==> src/rtl/tlx_pkg.sv <==
`default_nettype none
// ----------------------------------------------------------------------------
// tlx_pkg
// Types, character codes and keyword tables shared by the token lexer.
// ----------------------------------------------------------------------------
package tlx_pkg;

    localparam int QUEUE_DEPTH_DEF = 4;

    typedef enum logic [2:0] {
        MODE_IDLE    = 3'd0,
        MODE_WORD    = 3'd1,
        MODE_DIGITS  = 3'd2,
        MODE_STRING  = 3'd3,
        MODE_SLASH   = 3'd4,
        MODE_COMMENT = 3'd5
    } scan_mode_t;

    typedef enum logic [3:0] {
        KIND_ID     = 4'd0,
        KIND_INT    = 4'd1,
        KIND_STRING = 4'd2,
        KIND_PLUS   = 4'd3,
        KIND_MINUS  = 4'd4,
        KIND_STAR   = 4'd5,
        KIND_SLASH  = 4'd6,
        KIND_SET    = 4'd7,
        KIND_PRINT  = 4'd8,
        KIND_SEMI   = 4'd9,
        KIND_DONE   = 4'd10
    } token_kind_t;

    // One result: a token, or one character of the current lexeme.
    typedef struct packed {
        logic        is_token;
        token_kind_t kind;
        logic [7:0]  lexeme;
    } result_t;

    // What one input item leaves for the output side: one or two results.
    typedef struct packed {
        logic    has_two;
        result_t first;
        result_t second;
    } entry_t;

    localparam logic [7:0] CH_NEWLINE = 8'h0A;
    localparam logic [7:0] CH_QUOTE   = 8'h22;
    localparam logic [7:0] CH_STAR    = 8'h2A;
    localparam logic [7:0] CH_PLUS    = 8'h2B;
    localparam logic [7:0] CH_MINUS   = 8'h2D;
    localparam logic [7:0] CH_SLASH   = 8'h2F;
    localparam logic [7:0] CH_ZERO    = 8'h30;
    localparam logic [7:0] CH_NINE    = 8'h39;
    localparam logic [7:0] CH_SEMI    = 8'h3B;
    localparam logic [7:0] CH_UP_A    = 8'h41;
    localparam logic [7:0] CH_UP_Z    = 8'h5A;
    localparam logic [7:0] CH_LO_A    = 8'h61;
    localparam logic [7:0] CH_LO_Z    = 8'h7A;
    localparam logic [7:0] CH_LO_S    = 8'h73;
    localparam logic [7:0] CH_LO_P    = 8'h70;

    localparam logic [2:0] SET_LEN   = 3'd3;
    localparam logic [2:0] PRINT_LEN = 3'd5;
    localparam logic [2:0] COUNT_MAX = 3'd7;

    localparam result_t RESULT_NONE = '{is_token: 1'b0, kind: KIND_ID, lexeme: 8'h00};

    function automatic logic [7:0] kw_set_char(input logic [2:0] idx);
        logic [7:0] ch;
        unique case (idx)
            3'd0:    ch = 8'h73;
            3'd1:    ch = 8'h65;
            3'd2:    ch = 8'h74;
            default: ch = 8'h00;
        endcase
        return ch;
    endfunction

    function automatic logic [7:0] kw_print_char(input logic [2:0] idx);
        logic [7:0] ch;
        unique case (idx)
            3'd0:    ch = 8'h70;
            3'd1:    ch = 8'h72;
            3'd2:    ch = 8'h69;
            3'd3:    ch = 8'h6E;
            3'd4:    ch = 8'h74;
            default: ch = 8'h00;
        endcase
        return ch;
    endfunction

    function automatic result_t make_token(input token_kind_t kind);
        result_t r;
        r.is_token = 1'b1;
        r.kind     = kind;
        r.lexeme   = 8'h00;
        return r;
    endfunction

    function automatic result_t make_char(input logic [7:0] ch);
        result_t r;
        r.is_token = 1'b0;
        r.kind     = KIND_ID;
        r.lexeme   = ch;
        return r;
    endfunction

endpackage
`default_nettype wire

==> src/rtl/tlx_char_if.sv <==
`default_nettype none
// ----------------------------------------------------------------------------
// tlx_char_if
// Input channel of the lexer: one character or an end-of-input mark per item.
// ----------------------------------------------------------------------------
interface tlx_char_if;
    logic       valid;
    logic       ready;
    logic [7:0] char_byte;
    logic       end_of_input;

    modport source (output valid, output char_byte, output end_of_input, input ready);
    modport sink   (input valid, input char_byte, input end_of_input, output ready);
endinterface
`default_nettype wire

==> src/rtl/tlx_token_if.sv <==
`default_nettype none
// ----------------------------------------------------------------------------
// tlx_token_if
// Output channel of the lexer: one token or one lexeme character per item.
// ----------------------------------------------------------------------------
interface tlx_token_if;
    logic       valid;
    logic       ready;
    logic       is_token;
    logic [3:0] token_kind;
    logic [7:0] lexeme_char;
    logic       last;

    modport source (output valid, output is_token, output token_kind,
                    output lexeme_char, output last, input ready);
    modport sink   (input valid, input is_token, input token_kind,
                    input lexeme_char, input last, output ready);
endinterface
`default_nettype wire

==> src/rtl/tlx_front.sv <==
`default_nettype none
// ----------------------------------------------------------------------------
// tlx_front
// Scanner: takes one character a cycle while the queue is not full, updates the
// scan state and puts the one or two results that the character causes, if any, in one queue entry.
// ----------------------------------------------------------------------------
module tlx_front
(
    input  wire logic          clk,
    input  wire logic          rst_n,
    tlx_char_if.sink           in_ch,
    input  wire logic          queue_full,
    output logic               push,
    output tlx_pkg::entry_t    push_entry
);

    tlx_pkg::scan_mode_t mode_reg, mode_next;
    logic [2:0]          count_reg, count_next;
    logic                set_ok_reg, set_ok_next;
    logic                print_ok_reg, print_ok_next;

    logic       accept;
    logic [7:0] c;
    logic       eoi;
    logic       is_letter, is_digit;

    // Letter-run update when the character extends the current word.
    logic [2:0] cnt_inc;
    logic       set_ok_add, print_ok_add;
    logic       set_hit, print_hit;

    // Handling of the character as if the scanner were idle.
    tlx_pkg::scan_mode_t idle_mode;
    logic                idle_res_v;
    tlx_pkg::result_t    idle_res;

    logic             e0_v, e1_v;
    tlx_pkg::result_t e0, e1;

    assign c         = in_ch.char_byte;
    assign eoi       = in_ch.end_of_input;
    assign in_ch.ready = !queue_full;
    assign accept    = in_ch.valid && !queue_full;

    assign is_letter = (c >= tlx_pkg::CH_LO_A && c <= tlx_pkg::CH_LO_Z)
                    || (c >= tlx_pkg::CH_UP_A && c <= tlx_pkg::CH_UP_Z);
    assign is_digit  = (c >= tlx_pkg::CH_ZERO && c <= tlx_pkg::CH_NINE);

    assign cnt_inc      = (count_reg == tlx_pkg::COUNT_MAX) ? tlx_pkg::COUNT_MAX
                                                            : count_reg + 3'd1;
    assign set_ok_add   = set_ok_reg
                       && (count_reg >= tlx_pkg::SET_LEN
                           || c == tlx_pkg::kw_set_char(count_reg));
    assign print_ok_add = print_ok_reg
                       && (count_reg >= tlx_pkg::PRINT_LEN
                           || c == tlx_pkg::kw_print_char(count_reg));
    assign set_hit      = (cnt_inc == tlx_pkg::SET_LEN) && set_ok_add;
    assign print_hit    = !set_hit && (cnt_inc == tlx_pkg::PRINT_LEN) && print_ok_add;

    always_comb
    begin
        idle_mode  = tlx_pkg::MODE_IDLE;
        idle_res_v = 1'b0;
        idle_res   = tlx_pkg::RESULT_NONE;
        if (is_letter)
        begin
            // A single letter never completes a keyword.
            idle_mode  = tlx_pkg::MODE_WORD;
            idle_res_v = 1'b1;
            idle_res   = tlx_pkg::make_char(c);
        end
        else if (is_digit)
            idle_mode = tlx_pkg::MODE_DIGITS;
        else if (c == tlx_pkg::CH_QUOTE)
            idle_mode = tlx_pkg::MODE_STRING;
        else if (c == tlx_pkg::CH_SLASH)
            idle_mode = tlx_pkg::MODE_SLASH;
        else if (c == tlx_pkg::CH_PLUS)
        begin
            idle_res_v = 1'b1;
            idle_res   = tlx_pkg::make_token(tlx_pkg::KIND_PLUS);
        end
        else if (c == tlx_pkg::CH_MINUS)
        begin
            idle_res_v = 1'b1;
            idle_res   = tlx_pkg::make_token(tlx_pkg::KIND_MINUS);
        end
        else if (c == tlx_pkg::CH_STAR)
        begin
            idle_res_v = 1'b1;
            idle_res   = tlx_pkg::make_token(tlx_pkg::KIND_STAR);
        end
        else if (c == tlx_pkg::CH_SEMI)
        begin
            idle_res_v = 1'b1;
            idle_res   = tlx_pkg::make_token(tlx_pkg::KIND_SEMI);
        end
    end

    // Next state.
    always_comb
    begin
        mode_next     = mode_reg;
        count_next    = count_reg;
        set_ok_next   = set_ok_reg;
        print_ok_next = print_ok_reg;
        if (accept)
        begin
            if (eoi)
            begin
                mode_next     = tlx_pkg::MODE_IDLE;
                count_next    = 3'd0;
                set_ok_next   = 1'b1;
                print_ok_next = 1'b1;
            end
            else
            begin
                // Restart from idle unless a mode below keeps its run going.
                mode_next     = idle_mode;
                count_next    = is_letter ? 3'd1 : 3'd0;
                set_ok_next   = is_letter ? (c == tlx_pkg::CH_LO_S) : 1'b1;
                print_ok_next = is_letter ? (c == tlx_pkg::CH_LO_P) : 1'b1;
                unique case (mode_reg)
                    tlx_pkg::MODE_WORD:
                    begin
                        if (is_letter)
                        begin
                            if (set_hit || print_hit)
                            begin
                                mode_next     = tlx_pkg::MODE_IDLE;
                                count_next    = 3'd0;
                                set_ok_next   = 1'b1;
                                print_ok_next = 1'b1;
                            end
                            else
                            begin
                                mode_next     = tlx_pkg::MODE_WORD;
                                count_next    = cnt_inc;
                                set_ok_next   = set_ok_add;
                                print_ok_next = print_ok_add;
                            end
                        end
                    end
                    tlx_pkg::MODE_DIGITS:
                    begin
                        if (is_digit)
                            mode_next = tlx_pkg::MODE_DIGITS;
                    end
                    tlx_pkg::MODE_STRING:
                    begin
                        if (c == tlx_pkg::CH_QUOTE || c == tlx_pkg::CH_NEWLINE)
                            mode_next = tlx_pkg::MODE_IDLE;
                        else
                            mode_next = tlx_pkg::MODE_STRING;
                        count_next    = 3'd0;
                        set_ok_next   = 1'b1;
                        print_ok_next = 1'b1;
                    end
                    tlx_pkg::MODE_SLASH:
                    begin
                        if (c == tlx_pkg::CH_SLASH)
                        begin
                            mode_next     = tlx_pkg::MODE_COMMENT;
                            count_next    = 3'd0;
                            set_ok_next   = 1'b1;
                            print_ok_next = 1'b1;
                        end
                    end
                    tlx_pkg::MODE_COMMENT:
                    begin
                        mode_next     = (c == tlx_pkg::CH_NEWLINE) ? tlx_pkg::MODE_IDLE
                                                                   : tlx_pkg::MODE_COMMENT;
                        count_next    = 3'd0;
                        set_ok_next   = 1'b1;
                        print_ok_next = 1'b1;
                    end
                    tlx_pkg::MODE_IDLE:
                    begin
                    end
                    default:
                    begin
                    end
                endcase
            end
        end
    end

    // Results of the accepted character: e0 comes out before e1.
    always_comb
    begin
        e0_v = 1'b0;
        e0   = tlx_pkg::RESULT_NONE;
        e1_v = 1'b0;
        e1   = tlx_pkg::RESULT_NONE;
        if (eoi)
        begin
            e0_v = (mode_reg == tlx_pkg::MODE_WORD) || (mode_reg == tlx_pkg::MODE_DIGITS)
                || (mode_reg == tlx_pkg::MODE_SLASH);
            if (mode_reg == tlx_pkg::MODE_WORD)
                e0 = tlx_pkg::make_token(tlx_pkg::KIND_ID);
            else if (mode_reg == tlx_pkg::MODE_DIGITS)
                e0 = tlx_pkg::make_token(tlx_pkg::KIND_INT);
            else
                e0 = tlx_pkg::make_token(tlx_pkg::KIND_SLASH);
            e1_v = 1'b1;
            e1   = tlx_pkg::make_token(tlx_pkg::KIND_DONE);
        end
        else
        begin
            e1_v = idle_res_v;
            e1   = idle_res;
            unique case (mode_reg)
                tlx_pkg::MODE_WORD:
                begin
                    if (is_letter)
                    begin
                        e0_v = 1'b1;
                        e0   = tlx_pkg::make_char(c);
                        e1_v = set_hit || print_hit;
                        e1   = tlx_pkg::make_token(set_hit ? tlx_pkg::KIND_SET
                                                           : tlx_pkg::KIND_PRINT);
                    end
                    else
                    begin
                        e0_v = 1'b1;
                        e0   = tlx_pkg::make_token(tlx_pkg::KIND_ID);
                    end
                end
                tlx_pkg::MODE_DIGITS:
                begin
                    if (is_digit)
                        e1_v = 1'b0;
                    else
                    begin
                        e0_v = 1'b1;
                        e0   = tlx_pkg::make_token(tlx_pkg::KIND_INT);
                    end
                end
                tlx_pkg::MODE_STRING:
                begin
                    e0_v = 1'b1;
                    e0   = (c == tlx_pkg::CH_QUOTE) ? tlx_pkg::make_token(tlx_pkg::KIND_STRING)
                                                    : tlx_pkg::make_char(c);
                    // A newline inside a string closes it and also emits a DONE token.
                    e1_v = (c == tlx_pkg::CH_NEWLINE);
                    e1   = tlx_pkg::make_token(tlx_pkg::KIND_DONE);
                end
                tlx_pkg::MODE_SLASH:
                begin
                    if (c == tlx_pkg::CH_SLASH)
                        e1_v = 1'b0;
                    else
                    begin
                        e0_v = 1'b1;
                        e0   = tlx_pkg::make_token(tlx_pkg::KIND_SLASH);
                    end
                end
                tlx_pkg::MODE_COMMENT:
                    e1_v = 1'b0;
                tlx_pkg::MODE_IDLE:
                begin
                end
                default:
                begin
                end
            endcase
        end
    end

    always_comb
    begin
        push_entry.has_two = e0_v && e1_v;
        push_entry.first   = e0_v ? e0 : e1;
        push_entry.second  = e1;
    end

    assign push = accept && (e0_v || e1_v);

    always_ff @(posedge clk or negedge rst_n)
    begin
        if (!rst_n)
        begin
            mode_reg     <= tlx_pkg::MODE_IDLE;
            count_reg    <= 3'd0;
            set_ok_reg   <= 1'b1;
            print_ok_reg <= 1'b1;
        end
        else
        begin
            mode_reg     <= mode_next;
            count_reg    <= count_next;
            set_ok_reg   <= set_ok_next;
            print_ok_reg <= print_ok_next;
        end
    end

endmodule
`default_nettype wire

==> src/rtl/tlx_queue.sv <==
`default_nettype none
// ----------------------------------------------------------------------------
// tlx_queue
// Short first-in first-out queue of scanner entries between the two sides.
// DEPTH must be at least 2.
// ----------------------------------------------------------------------------
module tlx_queue
#(
    parameter int DEPTH = tlx_pkg::QUEUE_DEPTH_DEF
)
(
    input  wire logic            clk,
    input  wire logic            rst_n,
    input  wire logic            push,
    input  wire tlx_pkg::entry_t push_entry,
    input  wire logic            pop,
    output tlx_pkg::entry_t      head,
    output logic                 empty,
    output logic                 full
);

    localparam int PTR_W = $clog2(DEPTH);
    localparam int CNT_W = $clog2(DEPTH + 1);

    tlx_pkg::entry_t  slots_reg [DEPTH];
    logic [PTR_W-1:0] wr_ptr_reg, wr_ptr_next;
    logic [PTR_W-1:0] rd_ptr_reg, rd_ptr_next;
    logic [CNT_W-1:0] count_reg, count_next;
    logic             do_push, do_pop;

    assign empty   = (count_reg == '0);
    assign full    = (count_reg == CNT_W'(DEPTH));
    assign do_push = push && !full;
    assign do_pop  = pop && !empty;
    assign head    = slots_reg[rd_ptr_reg];

    always_comb
    begin
        wr_ptr_next = wr_ptr_reg;
        rd_ptr_next = rd_ptr_reg;
        count_next  = count_reg;
        if (do_push)
            wr_ptr_next = (wr_ptr_reg == PTR_W'(DEPTH - 1)) ? '0 : wr_ptr_reg + PTR_W'(1);
        if (do_pop)
            rd_ptr_next = (rd_ptr_reg == PTR_W'(DEPTH - 1)) ? '0 : rd_ptr_reg + PTR_W'(1);
        if (do_push && !do_pop)
            count_next = count_reg + CNT_W'(1);
        else if (do_pop && !do_push)
            count_next = count_reg - CNT_W'(1);
    end

    always_ff @(posedge clk)
    begin
        if (do_push)
            slots_reg[wr_ptr_reg] <= push_entry;
    end

    always_ff @(posedge clk or negedge rst_n)
    begin
        if (!rst_n)
        begin
            wr_ptr_reg <= '0;
            rd_ptr_reg <= '0;
            count_reg  <= '0;
        end
        else
        begin
            wr_ptr_reg <= wr_ptr_next;
            rd_ptr_reg <= rd_ptr_next;
            count_reg  <= count_next;
        end
    end

endmodule
`default_nettype wire

==> src/rtl/tlx_back.sv <==
`default_nettype none
// ----------------------------------------------------------------------------
// tlx_back
// Output side: takes queue entries apart into single results and holds each
// one in the output register until the consumer takes it.
// ----------------------------------------------------------------------------
module tlx_back
(
    input  wire logic            clk,
    input  wire logic            rst_n,
    input  wire tlx_pkg::entry_t head,
    input  wire logic            empty,
    output logic                 pop,
    tlx_token_if.source          out_ch
);

    logic             valid_reg, valid_next;
    logic             second_reg, second_next;
    tlx_pkg::result_t data_reg, data_next;
    logic             last_reg, last_next;
    logic             load;
    logic             at_end;

    // The output register can take a new result when it is empty or drained now.
    assign load   = !valid_reg || out_ch.ready;
    assign at_end = !head.has_two || second_reg;

    always_comb
    begin
        valid_next  = valid_reg;
        second_next = second_reg;
        data_next   = data_reg;
        last_next   = last_reg;
        pop         = 1'b0;
        if (load)
        begin
            valid_next = !empty;
            if (!empty)
            begin
                data_next   = second_reg ? head.second : head.first;
                last_next   = at_end;
                pop         = at_end;
                second_next = !at_end;
            end
        end
    end

    always_ff @(posedge clk)
    begin
        data_reg <= data_next;
        last_reg <= last_next;
    end

    always_ff @(posedge clk or negedge rst_n)
    begin
        if (!rst_n)
        begin
            valid_reg  <= 1'b0;
            second_reg <= 1'b0;
        end
        else
        begin
            valid_reg  <= valid_next;
            second_reg <= second_next;
        end
    end

    assign out_ch.valid       = valid_reg;
    assign out_ch.is_token    = data_reg.is_token;
    assign out_ch.token_kind  = 4'(data_reg.kind);
    assign out_ch.lexeme_char = data_reg.lexeme;
    assign out_ch.last        = last_reg;

endmodule
`default_nettype wire

==> src/rtl/token_lexer.sv <==
`default_nettype none
// ----------------------------------------------------------------------------
// token_lexer
// Streaming lexer: characters in, identifier/integer/string/operator/keyword
// tokens and lexeme characters out.
// ----------------------------------------------------------------------------
// The lexer takes one character a clock while its queue has room; each
// character is scanned in the cycle it is accepted and leaves zero, one or
// two results. Results leave through a registered output at one per clock
// while the consumer is ready, so the sustained input rate is one character a
// clock as long as characters average no more than one result each; runs of
// two-result characters (a letter that ends a keyword, an operator right after
// a word) are absorbed by the QUEUE_DEPTH-entry queue and then throttle input
// to the output rate. A character's results pass through a queue slot and then
// the output register. Each result's last flag marks the final result of its
// character; characters with no result produce nothing on the output.
// ----------------------------------------------------------------------------
module token_lexer
#(
    parameter int QUEUE_DEPTH = tlx_pkg::QUEUE_DEPTH_DEF
)
(
    input  wire logic    clk,
    input  wire logic    rst_n,
    tlx_char_if.sink     in_ch,
    tlx_token_if.source  out_ch
);

    logic            push;
    tlx_pkg::entry_t push_entry;
    logic            pop;
    tlx_pkg::entry_t head;
    logic            empty;
    logic            full;

    tlx_front u_front
    (
        .clk        (clk),
        .rst_n      (rst_n),
        .in_ch      (in_ch),
        .queue_full (full),
        .push       (push),
        .push_entry (push_entry)
    );

    tlx_queue #(.DEPTH(QUEUE_DEPTH)) u_queue
    (
        .clk        (clk),
        .rst_n      (rst_n),
        .push       (push),
        .push_entry (push_entry),
        .pop        (pop),
        .head       (head),
        .empty      (empty),
        .full       (full)
    );

    tlx_back u_back
    (
        .clk    (clk),
        .rst_n  (rst_n),
        .head   (head),
        .empty  (empty),
        .pop    (pop),
        .out_ch (out_ch)
    );

endmodule
`default_nettype wire
==> src/flat_wrapper.sv <==
// flat-port wrapper written by rule: the top's interface ports become plain ports
module token_lexer_flat 
#(
    parameter int QUEUE_DEPTH = tlx_pkg::QUEUE_DEPTH_DEF
)
  (clk, rst_n, in_ch_valid, in_ch_char_byte, in_ch_end_of_input, in_ch_ready, out_ch_valid, out_ch_is_token, out_ch_token_kind, out_ch_lexeme_char, out_ch_last, out_ch_ready);
  tlx_char_if in_ch_i ();
  tlx_token_if out_ch_i ();
  input  wire logic clk;
  input  wire logic rst_n;
  input wire logic [$bits(in_ch_i.valid)-1:0] in_ch_valid;
  input wire logic [$bits(in_ch_i.char_byte)-1:0] in_ch_char_byte;
  input wire logic [$bits(in_ch_i.end_of_input)-1:0] in_ch_end_of_input;
  output wire logic [$bits(in_ch_i.ready)-1:0] in_ch_ready;
  output wire logic [$bits(out_ch_i.valid)-1:0] out_ch_valid;
  output wire logic [$bits(out_ch_i.is_token)-1:0] out_ch_is_token;
  output wire logic [$bits(out_ch_i.token_kind)-1:0] out_ch_token_kind;
  output wire logic [$bits(out_ch_i.lexeme_char)-1:0] out_ch_lexeme_char;
  output wire logic [$bits(out_ch_i.last)-1:0] out_ch_last;
  input wire logic [$bits(out_ch_i.ready)-1:0] out_ch_ready;
  assign in_ch_i.valid = in_ch_valid;
  assign in_ch_i.char_byte = in_ch_char_byte;
  assign in_ch_i.end_of_input = in_ch_end_of_input;
  assign in_ch_ready = in_ch_i.ready;
  assign out_ch_valid = out_ch_i.valid;
  assign out_ch_is_token = out_ch_i.is_token;
  assign out_ch_token_kind = out_ch_i.token_kind;
  assign out_ch_lexeme_char = out_ch_i.lexeme_char;
  assign out_ch_last = out_ch_i.last;
  assign out_ch_i.ready = out_ch_ready;
  token_lexer #(.QUEUE_DEPTH(QUEUE_DEPTH)) u_core (.clk(clk), .rst_n(rst_n), .in_ch(in_ch_i), .out_ch(out_ch_i));
endmodule
==> config.mk <==
export PLATFORM = sky130hd
export DESIGN_NAME = token_lexer_flat
export DESIGN_NICKNAME = d
export VERILOG_FILES = /design/src/rtl/tlx_pkg.sv /design/src/rtl/tlx_char_if.sv /design/src/rtl/tlx_token_if.sv /design/src/rtl/tlx_front.sv /design/src/rtl/tlx_queue.sv /design/src/rtl/tlx_back.sv /design/src/rtl/token_lexer.sv /design/src/flat_wrapper.sv
export SDC_FILE = /design/constraint.sdc
export NUM_CORES = 1
export LEC_CHECK = 0
export BUFFER_PORTS_ARGS = -buffer_cell sky130_fd_sc_hd__buf_2
export CORE_MARGIN = 4
export CORE_UTILIZATION = 30
export DETAILED_ROUTE_END_ITERATION = 6
export GPL_TIMING_DRIVEN = 1
export PLACE_DENSITY_LB_ADDON = 0.12
export SLEW_MARGIN = 20
export SYNTH_ARGS = -nofsm -noshare
export SYNTH_HDL_FRONTEND = slang
export SYNTH_SLANG_ARGS = --single-unit
==> constraint.sdc <==
create_clock -name clk -period 11 [get_ports clk]
set_input_delay 1.1 -clock clk [delete_from_list [all_inputs] [get_ports clk]]
set_output_delay 1.1 -clock clk [all_outputs]
set_load 0.1 [all_outputs]
==> results.cfg <==
[critical_path]
start_kind = input pin
rr_startpoint = u_core.u_front.count_reg[0]
r2r-end = u_core.u_queue.count_reg[1]
worstPathRequired_ps = 11300
path_cells = buf_2, nand2_1, a21oi_1, nor4b_2, inv_1, or3_4, o21bai_4, a21oi_1, ha_1, inv_1, fa_1, mux2_2
reg2regPathDepth = 13
arrival_ps = 4770
rrSetupSlack_ps = 7000
crit_path_end_kind = register
crit_slowest_cell = nor4b_2
slowest_delay_ps = 910
crit_fanout = 17
crit_type = input pin to register

[clocking]
htreeDepth = 4
postCtsHoldBufs = 0
clock_path_buffers = 2
cts_buffers = 17
clkLatencyLatePin_ps = 420
postCtsResizedCells = 0
cts_sinks = 139
cts.reportedPaths.clkPinSlew_ps = 60
cts_tree = done
cts_root_buffer = clkbuf_16
postCtsSetupBuffers = 0

[route]
firstDrtPassIters = 4
postRouteWirelength_um = 15830
drtIter0Drc = 359
ant_nets = 0
vias = 4153
viasPerCell = 5.270
wl_per_cell_um = 20.09
drcViolationCount = 0

[final_layout]
drive_gt1_frac = 0.2717
fin_util = 0.3518
syn_to_final_growth_pct = 14.26
antennaDiodeCount = 0
final_cell_mix = edfxtp_1, nand2_1, buf_2
largest_reg_flops = 108
final_common_cell = edfxtp_1
fillCellCount = 2114
layout.nets = 520

[hold_path]
min_path_cells = 1
hold_path_class = register to register
min_to = u_core.u_queue.count_reg[2]
hp-start = u_core.u_queue.count_reg[2]

[die]
initial_core_util = 0.3079
std_cell_rows = 54
die_w_um = 158.4
io_pins = 29
die_height_um = 158.4
core_um2 = 22030
dieArea_um2 = 25070

[synthesis]
synth_top_cell_by_area = edfxtp_1
syn_area_um2 = 6782
async_flop_share = 0.1223
yosys-top-cells-area = edfxtp_1, mux4_2, dfrtp_1, mux2_2, a21oi_1
ys_seq_elements = 139
synth_edf_count = 122
ys_types = 83
synth_top_area_frac = 0.5402
syn_inst = 470
synth-seq-area-share = 0.6033
ys.flop_type = edfxtp_1
syn_avg_cell_area_um2 = 14.43
yosys_warnings = 0

[sta]
fin_ws_ps = 6530
hold_viol = 0
relSlewSlack = 0.2905
maxSlewViolCount = 0
finClkSkew_ps = 7.136
period_needed_ps = 4470
worst_pin_slew_ps = 1061
fin_crit_sh = 0.4064
holdWs_ps = 527.9
fmax_mhz = 223.7
tns_ps = 0
finalSetupViolCount = 0
rsz0062_at_grt = no

[job]
drv_cap = 0

[pwr]
p_leak_nw = 2.592
vdd_drop_max_mv = 0.1014
cellPowerDensity_nw_per_um2 = 275.5

[placement]
numPortBuffers = 28
place.gp.congestion = 0.8812
place_ws_ps = 6163
dp_hpwl_um = 10340

[global_route]
antenna_found_initial = 0
grt_max_degree = 31
grt_pass1_wl_um = 24890
first_global_vias = 4261
grt_overflow = 0
grtUsageTotal = 0.1334

[status]
outcome = completed
synth_stat cells (3+ instances only):
| library cell | number |
|---|---|
| o21a_1 | 5 |
| buf_2 | 11 |
| o21ai_0 | 16 |
| xnor2_1 | 3 |
| nor4_1 | 7 |
| or3_1 | 3 |
| nor2_1 | 12 |
| mux2_2 | 16 |
| a21oi_1 | 30 |
| o32a_1 | 4 |
| nor3b_1 | 3 |
| nand3_1 | 5 |
| clkbuf_1 | 12 |
| and2_1 | 12 |
| ha_1 | 11 |
| nor3_1 | 11 |
| nand3b_1 | 3 |
| edfxtp_1 | 122 |
| inv_1 | 16 |
| dfrtp_1 | 15 |
| o22ai_1 | 6 |
| o221a_2 | 3 |
| a211oi_1 | 4 |
| nand2_1 | 31 |
| mux4_2 | 27 |
| nor2b_1 | 5 |
layer usage:
| metal | GRT usage | routed length, µm | up-vias |
|---|---|---|---|
| li1 | - | - | 1907 |
| met1 | 0.1741 | 6900 | 2104 |
| met2 | 0.2184 | 7793 | 108 |
| met3 | 0.02473 | 721 | 34 |
| met4 | 0.05727 | 418 | 0 |
| met5 | 0 | 0 | - |
worst max-delay path by stage:
stage                       startpoint                             end  slack, ps
global placement    in_ch_char_byte[1]     u_core.u_queue.count_reg[1]       6280
finish              in_ch_char_byte[1]     u_core.u_queue.count_reg[1]       6530
CTS                 in_ch_char_byte[1]     u_core.u_queue.count_reg[1]       6600
detailed placement  in_ch_char_byte[1]     u_core.u_queue.count_reg[1]       6160
global route        in_ch_char_byte[1]     u_core.u_queue.count_reg[1]       6240
floorplan           in_ch_char_byte[1]  u_core.u_queue.slots_reg[0][0]       6750
layout make-up:
type,count,area [µm²],share of cell area
inverters,18,67.56,0.008720
clock inverters,15,165.2,0.02131
multi-input cells,285,2461,0.3176
flip-flops and latches,139,4094,0.5283
clock buffers,17,425.4,0.05490
repair buffers,34,185.2,0.02390
well taps,280,350.3,0.04521
logic make-up after synthesis:
family	after synthesis	synth area share
buf+inv	49	0.03819
other cells	1	0.0005530
xor+xnor	5	0.006459
simple gates	118	0.1044
flops	139	0.6033
mux	45	0.1192
fa+ha+maj	12	0.02325
compound gates	101	0.1046
stage by stage:
stage | instance area (µm²) | power, mW | cells
global route | 7749 | 2.250 | 788
global placement | 7158 | 1.590 | 756
detailed placement | 7158 | 1.599 | 756
floorplan | 6793 | 1.425 | 473
CTS | 7749 | 2.172 | 788
finish | 7749 | 2.135 | 788
critical path: cells and delay by family:
kind | cells | cell delay (ps)
simple gates | 3 | 1600
buf+inv | 3 | 630
fa+ha+maj | 2 | 650
compound gates | 3 | 500
mux | 1 | 280
power breakdown:
part	switching, mW	leakage [nW]	internal [mW]	total [mW]
logic	0.489	0.976	0.266	0.755
clock network	0.227	0.284	0.338	0.565
registers	0.0809	1.33	0.733	0.814
total	0.798	2.59	1.34	2.13
Power figures use the tool's default switching activity.
